`src/sv/aasp_pkg.sv`:
```
// ----------------------------------------------------------------------------
// aasp_pkg: shared types and constants of the ADC averager
// Payload structs, serial arithmetic request and response, sequencer codes.
// ----------------------------------------------------------------------------
package aasp_pkg;

  // Field widths of the transactions.
  localparam int unsigned SAMPLE_W   = 10;
  localparam int unsigned CFG_W      = 13;
  localparam int unsigned CFG_IDX_W  = 2;
  localparam int unsigned BAT_MV_W   = 13;
  localparam int unsigned IN_MV_W    = 15;
  localparam int unsigned IN_MA_W    = 11;
  localparam int unsigned PWR_W      = 25;
  localparam int unsigned BAT_MA_W   = 16;

  // Serial arithmetic unit: working register, operand and step counter widths.
  localparam int unsigned XW   = 28;
  localparam int unsigned YW   = 13;
  localparam int unsigned LW   = $clog2(XW + 1);
  // Average times reference voltage.
  localparam int unsigned PROD_W = SAMPLE_W + CFG_W;

  // Defaults.
  localparam int unsigned SCANS_PER_AVERAGE_DEF = 8;
  localparam logic [CFG_W-1:0] REF_VOLTAGE_RESET = 13'd4860;
  localparam logic [CFG_W-1:0] MIN_BATTERY_RESET = 13'd500;

  // Fixed scaling divisors.
  localparam logic [YW-1:0] DIV_BATTERY = 13'd1023;
  localparam logic [YW-1:0] DIV_VOLTAGE = 13'd208;
  localparam logic [YW-1:0] DIV_CURRENT = 13'd5115;

  // Configuration register indexes.
  localparam logic [CFG_IDX_W-1:0] CFG_REF_VOLTAGE = 2'd0;
  localparam logic [CFG_IDX_W-1:0] CFG_MIN_BATTERY = 2'd1;

  typedef struct packed {
    logic [SAMPLE_W-1:0] battery_sample;
    logic [SAMPLE_W-1:0] voltage_sample;
    logic [SAMPLE_W-1:0] current_sample;
  } aasp_in_t;

  typedef struct packed {
    logic [BAT_MV_W-1:0] battery_mv;
    logic [IN_MV_W-1:0]  input_mv;
    logic [IN_MA_W-1:0]  input_ma;
    logic [PWR_W-1:0]    power_uw;
    logic [BAT_MA_W-1:0] battery_ma;
  } aasp_out_t;

  typedef enum logic {
    OP_MUL,
    OP_DIV
  } aasp_op_e;

  // Request to the serial unit; a divide expects its dividend left aligned.
  typedef struct packed {
    logic          start;
    aasp_op_e      op;
    logic [XW-1:0] a;
    logic [YW-1:0] b;
    logic [LW-1:0] len;
  } aasp_alu_req_t;

  typedef struct packed {
    logic          busy;
    logic          done;
    logic [XW-1:0] result;
  } aasp_alu_rsp_t;

  typedef enum logic [3:0] {
    ST_ACC,
    ST_AVG_B,
    ST_MUL_B,
    ST_DIV_B,
    ST_AVG_V,
    ST_MUL_V,
    ST_DIV_V,
    ST_AVG_C,
    ST_MUL_C,
    ST_DIV_C,
    ST_PWR,
    ST_BAT,
    ST_OUT
  } aasp_state_e;

endpackage

```
`src/sv/aasp_serial_alu.sv`:
```
// ----------------------------------------------------------------------------
// aasp_serial_alu: bit-serial multiply and divide
// Shift-and-add multiply and restoring divide, one bit per cycle.
// ----------------------------------------------------------------------------
module aasp_serial_alu (
  input  logic                  clk_i,
  input  logic                  rst_ni,
  input  aasp_pkg::aasp_alu_req_t req_i,
  output aasp_pkg::aasp_alu_rsp_t rsp_o
);
  import aasp_pkg::*;

  logic          busy_q, busy_d;
  logic          done_q, done_d;
  aasp_op_e      op_q, op_d;
  logic [LW-1:0] cnt_q, cnt_d;
  logic [XW-1:0] x_q, x_d;
  logic [YW-1:0] y_q, y_d;
  logic [XW-1:0] acc_q, acc_d;

  logic [YW:0]   rem_ext;
  logic          rem_ge;
  logic [YW:0]   rem_new;

  // One restoring division step: bring down the next dividend bit.
  always_comb begin
    rem_ext = {acc_q[YW-1:0], x_q[XW-1]};
    rem_ge  = (rem_ext >= {1'b0, y_q});
    rem_new = rem_ge ? (rem_ext - {1'b0, y_q}) : rem_ext;
  end

  // Load on start, then step until the counter runs out.
  always_comb begin
    busy_d = busy_q;
    done_d = 1'b0;
    op_d   = op_q;
    cnt_d  = cnt_q;
    x_d    = x_q;
    y_d    = y_q;
    acc_d  = acc_q;
    if (req_i.start) begin
      busy_d = 1'b1;
      op_d   = req_i.op;
      cnt_d  = req_i.len;
      x_d    = req_i.a;
      y_d    = req_i.b;
      acc_d  = '0;
    end else if (busy_q) begin
      cnt_d = cnt_q - LW'(1);
      if (cnt_q == LW'(1)) begin
        busy_d = 1'b0;
        done_d = 1'b1;
      end
      unique case (op_q)
        OP_MUL: begin
          if (y_q[0]) begin
            acc_d = acc_q + x_q;
          end
          x_d = {x_q[XW-2:0], 1'b0};
          y_d = {1'b0, y_q[YW-1:1]};
        end
        OP_DIV: begin
          acc_d = XW'(rem_new[YW-1:0]);
          x_d   = {x_q[XW-2:0], rem_ge};
        end
        default: begin
          acc_d = acc_q;
        end
      endcase
    end
  end

  always_ff @(posedge clk_i or negedge rst_ni) begin
    if (!rst_ni) begin
      busy_q <= 1'b0;
      done_q <= 1'b0;
      op_q   <= OP_MUL;
      cnt_q  <= '0;
    end else begin
      busy_q <= busy_d;
      done_q <= done_d;
      op_q   <= op_d;
      cnt_q  <= cnt_d;
    end
  end

  always_ff @(posedge clk_i) begin
    x_q   <= x_d;
    y_q   <= y_d;
    acc_q <= acc_d;
  end

  // Product sits in the accumulator, quotient in the shift register.
  assign rsp_o.busy   = busy_q;
  assign rsp_o.done   = done_q;
  assign rsp_o.result = (op_q == OP_MUL) ? acc_q : x_q;

endmodule

```
`src/sv/adc_average_scale_power_core.sv`:
```
// ----------------------------------------------------------------------------
// adc_average_scale_power_core: boxcar ADC averager with power calculation
// Averages blocks of scans, scales to mV and mA, computes power and current.
// ----------------------------------------------------------------------------
//
//  Channel | Direction | Handshake               | Payload
//  --------+-----------+-------------------------+----------------------------
//  in      | input     | in_valid_i / in_ready_o | in_data_i (three samples)
//  out     | output    | out_valid_o/out_ready_i | out_data_o (five results)
//  cfg     | input     | cfg_valid_i/cfg_ready_o | cfg_index_i, cfg_data_i
//
// A scan that does not close a block is only added to the sums. The last scan of a
// block starts up to eleven multiply and divide steps on one bit-serial unit, during
// which no input is taken; the last division is skipped when the battery is at or
// below the threshold. A result waits in the output register while scans resume;
// the next block stalls until it is taken. Reset loads the register defaults and
// clears the sums.
// ----------------------------------------------------------------------------
module adc_average_scale_power_core #(
  parameter int unsigned SCANS_PER_AVERAGE = aasp_pkg::SCANS_PER_AVERAGE_DEF
) (
  input  logic                                clk_i,
  input  logic                                rst_ni,
  input  logic                                in_valid_i,
  output logic                                in_ready_o,
  input  aasp_pkg::aasp_in_t                  in_data_i,
  output logic                                out_valid_o,
  input  logic                                out_ready_i,
  output aasp_pkg::aasp_out_t                 out_data_o,
  input  logic                                cfg_valid_i,
  output logic                                cfg_ready_o,
  input  logic [aasp_pkg::CFG_IDX_W-1:0]      cfg_index_i,
  input  logic [aasp_pkg::CFG_W-1:0]          cfg_data_i
);
  import aasp_pkg::*;

  localparam int unsigned SUM_W = $clog2(1023 * SCANS_PER_AVERAGE + 1);
  localparam int unsigned CNT_W = $clog2(SCANS_PER_AVERAGE);

  aasp_state_e         state_q, state_d;
  logic [CNT_W-1:0]    scan_cnt_q, scan_cnt_d;
  logic [SUM_W-1:0]    sum_b_q, sum_b_d;
  logic [SUM_W-1:0]    sum_v_q, sum_v_d;
  logic [SUM_W-1:0]    sum_c_q, sum_c_d;
  logic [CFG_W-1:0]    ref_q;
  logic [CFG_W-1:0]    min_q;
  logic [BAT_MV_W-1:0] bm_q, bm_d;
  logic [IN_MV_W-1:0]  mv_q, mv_d;
  logic [IN_MA_W-1:0]  ma_q, ma_d;
  logic [PWR_W-1:0]    pwr_q, pwr_d;
  logic [BAT_MA_W-1:0] bma_q, bma_d;
  logic                out_valid_q, out_valid_d;
  aasp_out_t           out_q, out_d;

  aasp_alu_req_t       alu_req;
  aasp_alu_rsp_t       alu_rsp;
  logic                alu_idle;
  logic [XW-1:0]       prod_aligned;
  logic [XW-1:0]       avg_ext;

  aasp_serial_alu u_alu (
    .clk_i  (clk_i),
    .rst_ni (rst_ni),
    .req_i  (alu_req),
    .rsp_o  (alu_rsp)
  );

  // Operands taken from the previous step's result.
  assign alu_idle     = !alu_rsp.busy && !alu_rsp.done;
  assign avg_ext      = XW'(alu_rsp.result[SAMPLE_W-1:0]);
  assign prod_aligned = XW'(alu_rsp.result[PROD_W-1:0]) << (XW - PROD_W);

  // Sequencer: accumulate scans, then walk the arithmetic steps.
  always_comb begin
    state_d     = state_q;
    scan_cnt_d  = scan_cnt_q;
    sum_b_d     = sum_b_q;
    sum_v_d     = sum_v_q;
    sum_c_d     = sum_c_q;
    bm_d        = bm_q;
    mv_d        = mv_q;
    ma_d        = ma_q;
    pwr_d       = pwr_q;
    bma_d       = bma_q;
    out_valid_d = out_valid_q && !out_ready_i;
    out_d       = out_q;
    alu_req.start = 1'b0;
    alu_req.op    = OP_DIV;
    alu_req.a     = '0;
    alu_req.b     = '0;
    alu_req.len   = '0;

    unique case (state_q)
      ST_ACC: begin
        if (in_valid_i) begin
          sum_b_d = sum_b_q + SUM_W'(in_data_i.battery_sample);
          sum_v_d = sum_v_q + SUM_W'(in_data_i.voltage_sample);
          sum_c_d = sum_c_q + SUM_W'(in_data_i.current_sample);
          if (scan_cnt_q == CNT_W'(SCANS_PER_AVERAGE - 1)) begin
            scan_cnt_d = '0;
            state_d    = ST_AVG_B;
          end else begin
            scan_cnt_d = scan_cnt_q + CNT_W'(1);
          end
        end
      end
      ST_AVG_B, ST_AVG_V, ST_AVG_C: begin
        alu_req.start = alu_idle;
        alu_req.op    = OP_DIV;
        alu_req.b     = YW'(SCANS_PER_AVERAGE);
        alu_req.len   = LW'(SUM_W);
        priority if (state_q == ST_AVG_B) begin
          alu_req.a = XW'(sum_b_q) << (XW - SUM_W);
        end else if (state_q == ST_AVG_V) begin
          alu_req.a = XW'(sum_v_q) << (XW - SUM_W);
        end else begin
          alu_req.a = XW'(sum_c_q) << (XW - SUM_W);
        end
        if (alu_rsp.done) begin
          priority if (state_q == ST_AVG_B) begin
            state_d = ST_MUL_B;
          end else if (state_q == ST_AVG_V) begin
            state_d = ST_MUL_V;
          end else begin
            state_d = ST_MUL_C;
          end
        end
      end
      ST_MUL_B, ST_MUL_V, ST_MUL_C: begin
        alu_req.start = alu_idle;
        alu_req.op    = OP_MUL;
        alu_req.a     = avg_ext;
        alu_req.b     = ref_q;
        alu_req.len   = LW'(CFG_W);
        if (alu_rsp.done) begin
          priority if (state_q == ST_MUL_B) begin
            state_d = ST_DIV_B;
          end else if (state_q == ST_MUL_V) begin
            state_d = ST_DIV_V;
          end else begin
            state_d = ST_DIV_C;
          end
        end
      end
      ST_DIV_B: begin
        alu_req.start = alu_idle;
        alu_req.a     = prod_aligned;
        alu_req.b     = DIV_BATTERY;
        alu_req.len   = LW'(PROD_W);
        if (alu_rsp.done) begin
          bm_d    = (alu_rsp.result > XW'({BAT_MV_W{1'b1}})) ? '1
                                                             : alu_rsp.result[BAT_MV_W-1:0];
          state_d = ST_AVG_V;
        end
      end
      ST_DIV_V: begin
        alu_req.start = alu_idle;
        alu_req.a     = prod_aligned;
        alu_req.b     = DIV_VOLTAGE;
        alu_req.len   = LW'(PROD_W);
        if (alu_rsp.done) begin
          mv_d    = (alu_rsp.result > XW'({IN_MV_W{1'b1}})) ? '1
                                                            : alu_rsp.result[IN_MV_W-1:0];
          state_d = ST_AVG_C;
        end
      end
      ST_DIV_C: begin
        alu_req.start = alu_idle;
        alu_req.a     = prod_aligned;
        alu_req.b     = DIV_CURRENT;
        alu_req.len   = LW'(PROD_W);
        if (alu_rsp.done) begin
          ma_d    = (alu_rsp.result > XW'({IN_MA_W{1'b1}})) ? '1
                                                            : alu_rsp.result[IN_MA_W-1:0];
          state_d = ST_PWR;
        end
      end
      ST_PWR: begin
        alu_req.start = alu_idle;
        alu_req.op    = OP_MUL;
        alu_req.a     = XW'(mv_q);
        alu_req.b     = YW'(ma_q);
        alu_req.len   = LW'(IN_MA_W);
        if (alu_rsp.done) begin
          pwr_d   = (alu_rsp.result > XW'({PWR_W{1'b1}})) ? '1
                                                          : alu_rsp.result[PWR_W-1:0];
          state_d = ST_BAT;
        end
      end
      ST_BAT: begin
        // Battery current only above the threshold; this also keeps the
        // divisor nonzero.
        if (bm_q > min_q) begin
          alu_req.start = alu_idle;
          alu_req.a     = XW'(pwr_q) << (XW - PWR_W);
          alu_req.b     = YW'(bm_q);
          alu_req.len   = LW'(PWR_W);
          if (alu_rsp.done) begin
            bma_d   = (alu_rsp.result > XW'({BAT_MA_W{1'b1}})) ? '1
                                                               : alu_rsp.result[BAT_MA_W-1:0];
            state_d = ST_OUT;
          end
        end else begin
          bma_d   = '0;
          state_d = ST_OUT;
        end
      end
      ST_OUT: begin
        if (!out_valid_q || out_ready_i) begin
          out_valid_d      = 1'b1;
          out_d.battery_mv = bm_q;
          out_d.input_mv   = mv_q;
          out_d.input_ma   = ma_q;
          out_d.power_uw   = pwr_q;
          out_d.battery_ma = bma_q;
          sum_b_d          = '0;
          sum_v_d          = '0;
          sum_c_d          = '0;
          state_d          = ST_ACC;
        end
      end
      default: begin
        state_d = ST_ACC;
      end
    endcase
  end

  // Control state and running sums.
  always_ff @(posedge clk_i or negedge rst_ni) begin
    if (!rst_ni) begin
      state_q     <= ST_ACC;
      scan_cnt_q  <= '0;
      sum_b_q     <= '0;
      sum_v_q     <= '0;
      sum_c_q     <= '0;
      out_valid_q <= 1'b0;
    end else begin
      state_q     <= state_d;
      scan_cnt_q  <= scan_cnt_d;
      sum_b_q     <= sum_b_d;
      sum_v_q     <= sum_v_d;
      sum_c_q     <= sum_c_d;
      out_valid_q <= out_valid_d;
    end
  end

  // Configuration registers; writes to unknown indexes are dropped.
  always_ff @(posedge clk_i or negedge rst_ni) begin
    if (!rst_ni) begin
      ref_q <= REF_VOLTAGE_RESET;
      min_q <= MIN_BATTERY_RESET;
    end else if (cfg_valid_i) begin
      if (cfg_index_i == CFG_REF_VOLTAGE) begin
        ref_q <= cfg_data_i;
      end
      if (cfg_index_i == CFG_MIN_BATTERY) begin
        min_q <= cfg_data_i;
      end
    end
  end

  // Intermediate results and the output register.
  always_ff @(posedge clk_i) begin
    bm_q  <= bm_d;
    mv_q  <= mv_d;
    ma_q  <= ma_d;
    pwr_q <= pwr_d;
    bma_q <= bma_d;
    out_q <= out_d;
  end

  assign in_ready_o  = (state_q == ST_ACC);
  assign cfg_ready_o = 1'b1;
  assign out_valid_o = out_valid_q;
  assign out_data_o  = out_q;

  // Scans are only taken while the serial unit is quiet.
  a_ready_alu_idle: assert property (@(posedge clk_i) disable iff (!rst_ni)
    in_ready_o |-> !alu_rsp.busy)
    else $error("scan accepted while the serial unit is busy");

  // The serial unit reports completion for a single cycle.
  a_done_pulse: assert property (@(posedge clk_i) disable iff (!rst_ni)
    alu_rsp.done |=> !alu_rsp.done)
    else $error("serial unit done held longer than one cycle");

  // The scan counter is back at zero for the whole calculation.
  a_cnt_clear: assert property (@(posedge clk_i) disable iff (!rst_ni)
    (state_q != ST_ACC) |-> (scan_cnt_q == '0))
    else $error("scan counter not cleared during calculation");

  // Battery current implies a nonzero battery voltage.
  a_bat_ma_div: assert property (@(posedge clk_i) disable iff (!rst_ni)
    (out_valid_o && (out_data_o.battery_ma != '0)) |-> (out_data_o.battery_mv != '0))
    else $error("battery current reported with zero battery voltage");

endmodule
```
`config.mk`:
```
export PLATFORM = sky130hd
export DESIGN_NAME = adc_average_scale_power_core
export DESIGN_NICKNAME = d
export VERILOG_FILES = /design/src/sv/aasp_pkg.sv /design/src/sv/aasp_serial_alu.sv /design/src/sv/adc_average_scale_power_core.sv
export SDC_FILE = /design/constraint.sdc
export NUM_CORES = 1
export LEC_CHECK = 0
export BUFFER_PORTS_ARGS = -buffer_cell sky130_fd_sc_hd__buf_2
export CAP_MARGIN = 20
export CORE_MARGIN = 8
export CORE_UTILIZATION = 30
export DETAILED_ROUTE_END_ITERATION = 10
export PLACE_DENSITY = 0.53
export SLEW_MARGIN = 20
export SYNTH_ARGS = -nofsm -noshare
export SYNTH_HDL_FRONTEND = slang
export SYNTH_SLANG_ARGS = --single-unit
```
`constraint.sdc`:
```
create_clock -name clk_i -period 6.02 [get_ports clk_i]
set_clock_uncertainty 0.1 [all_clocks]
set_input_delay 1.505 -clock clk_i [delete_from_list [all_inputs] [get_ports clk_i]]
set_output_delay 1.505 -clock clk_i [all_outputs]
set_load 0.03 [all_outputs]
```
* Word-level counts from Yosys, hierarchy flattened
Index checks and enable logic that the tools add are counted.
Storage, ports and cells: register bits 310, input port bits 50, output and inout port bits 83, logic and storage cells 149
Cells by class: $add $sub $neg 7, $lt $le $gt $ge 7, equality and inequality tests 28, mux-type cells 53, bitwise logic cells 1, reductions and logical operators 28
Operator list (number):
- one-hot mux 46 bit (7 select lines) | 1
- 2-to-1 mux 28 bit | 6
- one-hot mux 28 bit (2 select lines) | 2
- 2-to-1 mux 13 bit | 8
- one-hot mux 13 bit (2 select lines) | 3
- 2-to-1 mux 4 bit | 15
- 2-to-1 mux 46 bit | 1
- adder 13 x 10 -> 13 bit | 3
- one-hot mux 4 bit (9 select lines) | 1
- 2-to-1 mux 16 bit | 2
- adder 28 bit | 1
- greater-than comparator 28 x 11 -> 1 bit (second input constant) | 1
- greater-than comparator 28 x 13 -> 1 bit (second input constant) | 1
- greater-than comparator 28 x 15 -> 1 bit (second input constant) | 1
- greater-than comparator 28 x 16 -> 1 bit (second input constant) | 1
- greater-than comparator 28 x 25 -> 1 bit (second input constant) | 1
- AND reduction 2 bit | 11
- == test 4 bit (second input constant) | 5
- != test 2 x 1 -> 1 bit (second input constant) | 9
- == test 4 x 3 -> 1 bit (second input constant) | 4
- >= comparator 14 x 13 -> 1 bit | 1
- greater-than comparator 13 bit | 1
- subtractor 13 bit | 1
- 2-to-1 mux 1 bit | 10
- 24 further kinds | 34

* Depth between registers and ports, before layout
word-level depth 6, gate-level depth with buffers 14, mapped depth without buffers 12

* By module
Synthesis repeated with hierarchy kept, for this count alone.
Unflattened totals: cell total of the unflattened synthesis 1545, area total of the unflattened synthesis 16935.0 µm²
By module, submodules not included:
- adc_average_scale_power_core | times used 1, cells an instance 925, area each 11252.0 µm², seq. area each 6648.9 µm²
- aasp_serial_alu | times used 1, cells an instance 620, area each 5683.0 µm², seq. area each 1991.9 µm²

* Worst setup path after synthesis
No wires, ideal clock.
path kind input to register, start point in out_ready_i, end point reg out_q, in the netlist out_data_o[0] (enable), library setup time 476 ps, arrival 4070 ps, data required time 5444 ps, setup slack 1374 ps, cell stages on the path 3, path buffers 1, cells stage by stage nor2b_1 > nor2_1 > clkbuf_1
Between the ends: longest elaborated chain between the ends 2
RTL lines:
- start: declaration | RTL line adc_average_scale_power_core.sv:28 | input logic out_ready_i,
- logical OR 1 bit | RTL line adc_average_scale_power_core.sv:209 | if (!out_valid_q || out_ready_i) begin
- AND reduction 2 bit (no source line)
- end signal: assignment | RTL line adc_average_scale_power_core.sv:269 | out_q <= out_d;
- end: declaration | RTL line adc_average_scale_power_core.sv:53 | aasp_out_t out_q, out_d;
No other way between the ends. A chain may end at the register's enable or synchronous reset.

* Final worst setup path
start point reg min_q[7], end point reg u_alu.x_q[3], data pin
Between the ends: longest elaborated chain between the ends 4, elaborated cells between the ends (all ways) 6, classes of those cells order compare: 1; mux: 5
RTL lines:
- start: declaration | RTL line adc_average_scale_power_core.sv:46 | logic [CFG_W-1:0] min_q;
- start signal: assignment | RTL line adc_average_scale_power_core.sv:257 | min_q <= cfg_data_i;
- greater-than comparator 13 bit * | RTL line adc_average_scale_power_core.sv:193 | if (bm_q > min_q) begin
- 2-to-1 mux 46 bit / 2-to-1 mux 1 bit (equally long branches) | RTL line adc_average_scale_power_core.sv:193
- one-hot mux 46 bit (7 select lines) / one-hot mux 1 bit (2 select lines) (equally long branches) | RTL line adc_average_scale_power_core.sv:93 | unique case (state_q)
- 2-to-1 mux 28 bit * | RTL line aasp_serial_alu.sv:41 | if (req_i.start) begin
- named net u_alu.x_d[3] | RTL line aasp_serial_alu.sv:17 | logic [XW-1:0] x_q, x_d;
- end signal: assignment | RTL line aasp_serial_alu.sv:88 | x_q <= x_d;
- end: declaration | RTL line aasp_serial_alu.sv:17
Mark *: on every way through the listed nets, which the timed path passes. The rest lies on a longest branch.

==> results.cfg <==
[outcome]
outcome = finished clean

[cts]
clock_latency_ns = 0.53
clock_path_buffers = 3
ctsHtreeMaxLevel = 2
cts_hold_buffers = 0
cts-resized-gates = 0
cts_tree = done
clock-root-buffer = clkbuf_16
clock-sinks = 310
cts_made_buffers = 34
post_cts_buffers = 0
clkTransAtPathRegs_ns = 0.06

[yosys]
yosysSeqAreaShare_pct = 53.6
avgSynthCellArea_sq_um = 10.9
synth-edff-count = 201
ys.flop_type = edfxtp_1
ys_ff_latch = 310
synth_warnings = 0
syn_area_sq_mm = 0.0161
synthDistinctLibCells = 78
async_flop_share_pct = 26.1
synth_cells = 1486
syn_nets = 1628

[drt]
wl_per_cell_um = 20.8
ant_nets = 0
routed_wl_um = 48500
via_per_inst = 5.25
vias = 12200
drtPass1Iterations = 5
drtIter0Drc = 934
drc = 0

[critical_path]
startpoint_type = flop
endpoint_kind = flop
critPathKind = flop to flop
r2r-start = min_q[7]$_DFFE_PN1P_
worstReg2RegEnd = u_alu.x_q[3]$_DFFE_PP_
cp_data_arrival_time_ns = 4.35
reg2reg_depth = 10
crit_fanout = 43
rrSetupSlack_ns = 1.81
required_ns = 6.16

[global_route]
grt_pass1_vias = 12300
grt_pass1_wl_um = 74200
grt_max_degree = 63
grt_overflow = 0
grt_use_total_pct = 15.6
antenna_found_initial = 1

[timing]
rsz0062_at_grt = false
finalSetupViolations = 0
hold_slack_ns = 0.315
max_freq_mhz = 238
fin_ws_ns = 1.81
hold_violations = 0
fin_crit_sh_pct = 69.9
slew_viol_final = 0
post-route-min-period_ns = 4.21
finalSetupTns_ns = 0
slew-limit-headroom_pct = 30.1
max_slew.worst_pin.slew_ns = 1.02

[layout]
multi_input_area_sq_mm = 0.00701
utilization_pct = 35.2
fill_cells = 5361
area_growth_pct = 16.6
antenna_cells = 0
drive_above_1_share_pct = 17.5
regArea_sq_mm = 0.00864
fin_nets = 1750

[place]
place_hpwl_um = 34500
gp_congestion = 0.864
place_ws_ns = 1.84
io_buffers = 131

[die]
start_util_pct = 30.2
num_rows = 85
dieWidth_um = 248
die_h_um = 248
core-area_sq_mm = 0.0535
dieArea_sq_mm = 0.0614
io_pins = 133

[hold_path]
hold_start = bma_q[2]$_SDFFCE_PP0P_
min_path_type = flop to flop
min_to = out_data_o[2]$_DFFE_PP_
hold_depth = 0

[power_and_ir_drop]
p_per_area_mw_per_mm2 = 571
peakVddDrop_uv = 234
p_leak_nw = 7.30

[job]
max_cap_viol_count = 0
report_power, final:
part / internal [mW] / switching [mW] / leakage, nW
logic: 2.02 / 3.11 / 3.74
registers: 2.88 / 0.539 / 3.01
clock network: 1.32 / 0.864 / 0.552
cell type report:
| cell class | count | area share (%) |
|---|---|---|
| timing repair buffer | 162 | 4.80 |
| sequential | 310 | 45.9 |
| tap | 696 | 4.63 |
| inverter | 61 | 1.22 |
| clock inverter | 12 | 0.891 |
| multi-input combinational | 1039 | 37.3 |
| clock buffer | 49 | 5.27 |
cells by family after synthesis:
group           synth area share [%]
other cells                   0.0232
mux                             3.63
buf+inv                         3.61
simple gates                    11.1
xor+xnor                        3.42
fa+ha+maj                       7.37
compound gates                  17.2
flops                           53.6
Yosys cell counts, drive strengths merged, types with 4 or more instances:
library cell	n	share of area [%]
nor3	23	0.71
inv	61	1.4
xnor2	37	2.0
a222oi	4	0.25
nand3	19	0.59
o211ai	6	0.28
a31oi	16	0.62
buf	27	1.0
ha	87	6.7
a211oi	15	0.76
o22ai	25	0.97
a21o	20	0.93
nor3b	6	0.28
nor4	5	0.23
mux2i	27	1.7
nand2	155	3.6
a22oi	11	0.51
nand4	10	0.39
o21bai	6	0.28
dfxtp	28	3.5
dfstp	14	2.3
o21ai	79	2.5
dfrtp	67	10
clkbuf	49	1.2
mux2	28	2.0
xor2	26	1.4
nor2	109	2.5
nor2b	17	0.66
o31a	4	0.22
nand2b	16	0.62
a21oi	157	5.0
a221oi	14	0.76
o21a	7	0.33
o221ai	5	0.27
and2	9	0.35
a32o	6	0.37
nand3b	4	0.19
o31ai	7	0.44
edfxtp	201	37
o32ai	4	0.22
a22o	19	1.0
fa	5	0.62
or3	13	0.54
registers in the layout, summed over array words and instances, names as in the netlist, 3 cells and up:
name / flops
out_data_o: 80
min_q: 13
pwr_q: 25
bma_q: 16
scan_cnt_q: 3
ref_q: 13
sum_b_q: 13
state_q: 4
sum_v_q: 13
ma_q: 11
sum_c_q: 13
mv_q: 15
u_alu.acc_q: 28
u_alu.cnt_q: 5
u_alu.y_q: 13
u_alu.x_q: 28
bm_q: 13
worst max path at each step:
stage / start / endpoint / slack [ns] / cells past startpoint
floorplan: out_ready_i / out_data_o[0]$_DFFE_PP_ / 1.37 / 3
global placement: min_q[6]$_DFFE_PN1P_ / u_alu.x_q[5]$_DFFE_PP_ / 1.91 / 11
finish: min_q[7]$_DFFE_PN1P_ / u_alu.x_q[3]$_DFFE_PP_ / 1.81 / 10
detailed placement: min_q[7]$_DFFE_PN1P_ / u_alu.x_q[13]$_DFFE_PP_ / 1.84 / 10
CTS: min_q[7]$_DFFE_PN1P_ / u_alu.x_q[3]$_DFFE_PP_ / 1.82 / 10
global route: min_q[6]$_DFFE_PN1P_ / u_alu.x_q[10]$_DFFE_PP_ / 1.56 / 12
critical path, stage by stage, from the launching register on:
cell      delay, ns
dfstp_2        0.53
inv_1          0.04
ha_1           0.28
nand4_1        0.18
o21bai_1       0.29
o31ai_4        0.26
or3_4          0.46
a21oi_4        0.35
and2b_2        0.73
buf_4          0.52
a21oi_1        0.14
routing by layer:
| metal | up-vias | part of all wire (%) | global-route usage [%] |
|---|---|---|---|
| met5 | - | 0 | 0 |
| met4 | 0 | 2.7 | 4.89 |
| met3 | 76 | 5.8 | 2.83 |
| met2 | 377 | 44 | 24.4 |
| met1 | 6022 | 47 | 21.6 |
| li1 | 5754 | - | - |
placed cells by master, fill, tap and decap left out, types with 16 or more instances in the layout:
master / synthesis / final
edfxtp_1: 201 / 201
nand2_1: 155 / 155
a21oi_1: 154 / 153
buf_2: 16 / 130
nor2_1: 109 / 106
ha_1: 87 / 87
o21ai_0: 71 / 71
dfrtp_1: 67 / 66
inv_1: 61 / 61
xnor2_1: 37 / 37
clkbuf_16: 0 / 37
buf_4: 6 / 31
mux2_2: 28 / 28
dfxtp_1: 28 / 28
mux2i_1: 27 / 27
xor2_1: 26 / 26
o22ai_1: 25 / 25
a21o_1: 20 / 20
nand3_1: 19 / 19
a22o_1: 19 / 19
nor2b_1: 17 / 17
nor3_1: 23 / 17
nand2b_1: 16 / 16
a31oi_1: 16 / 16
stage by stage:
| stage | std cells | instance area, sq um | power [mW] |
|---|---|---|---|
| floorplan | 1486 | 16100 | 6.99 |
| global placement | 2268 | 17600 | 8.45 |
| detailed placement | 2268 | 17700 | 8.52 |
| CTS | 2329 | 18800 | 10.8 |
| global route | 2329 | 18800 | 11.5 |
| finish | 2329 | 18800 | 10.7 |
Power figures use the tool's default switching activity.
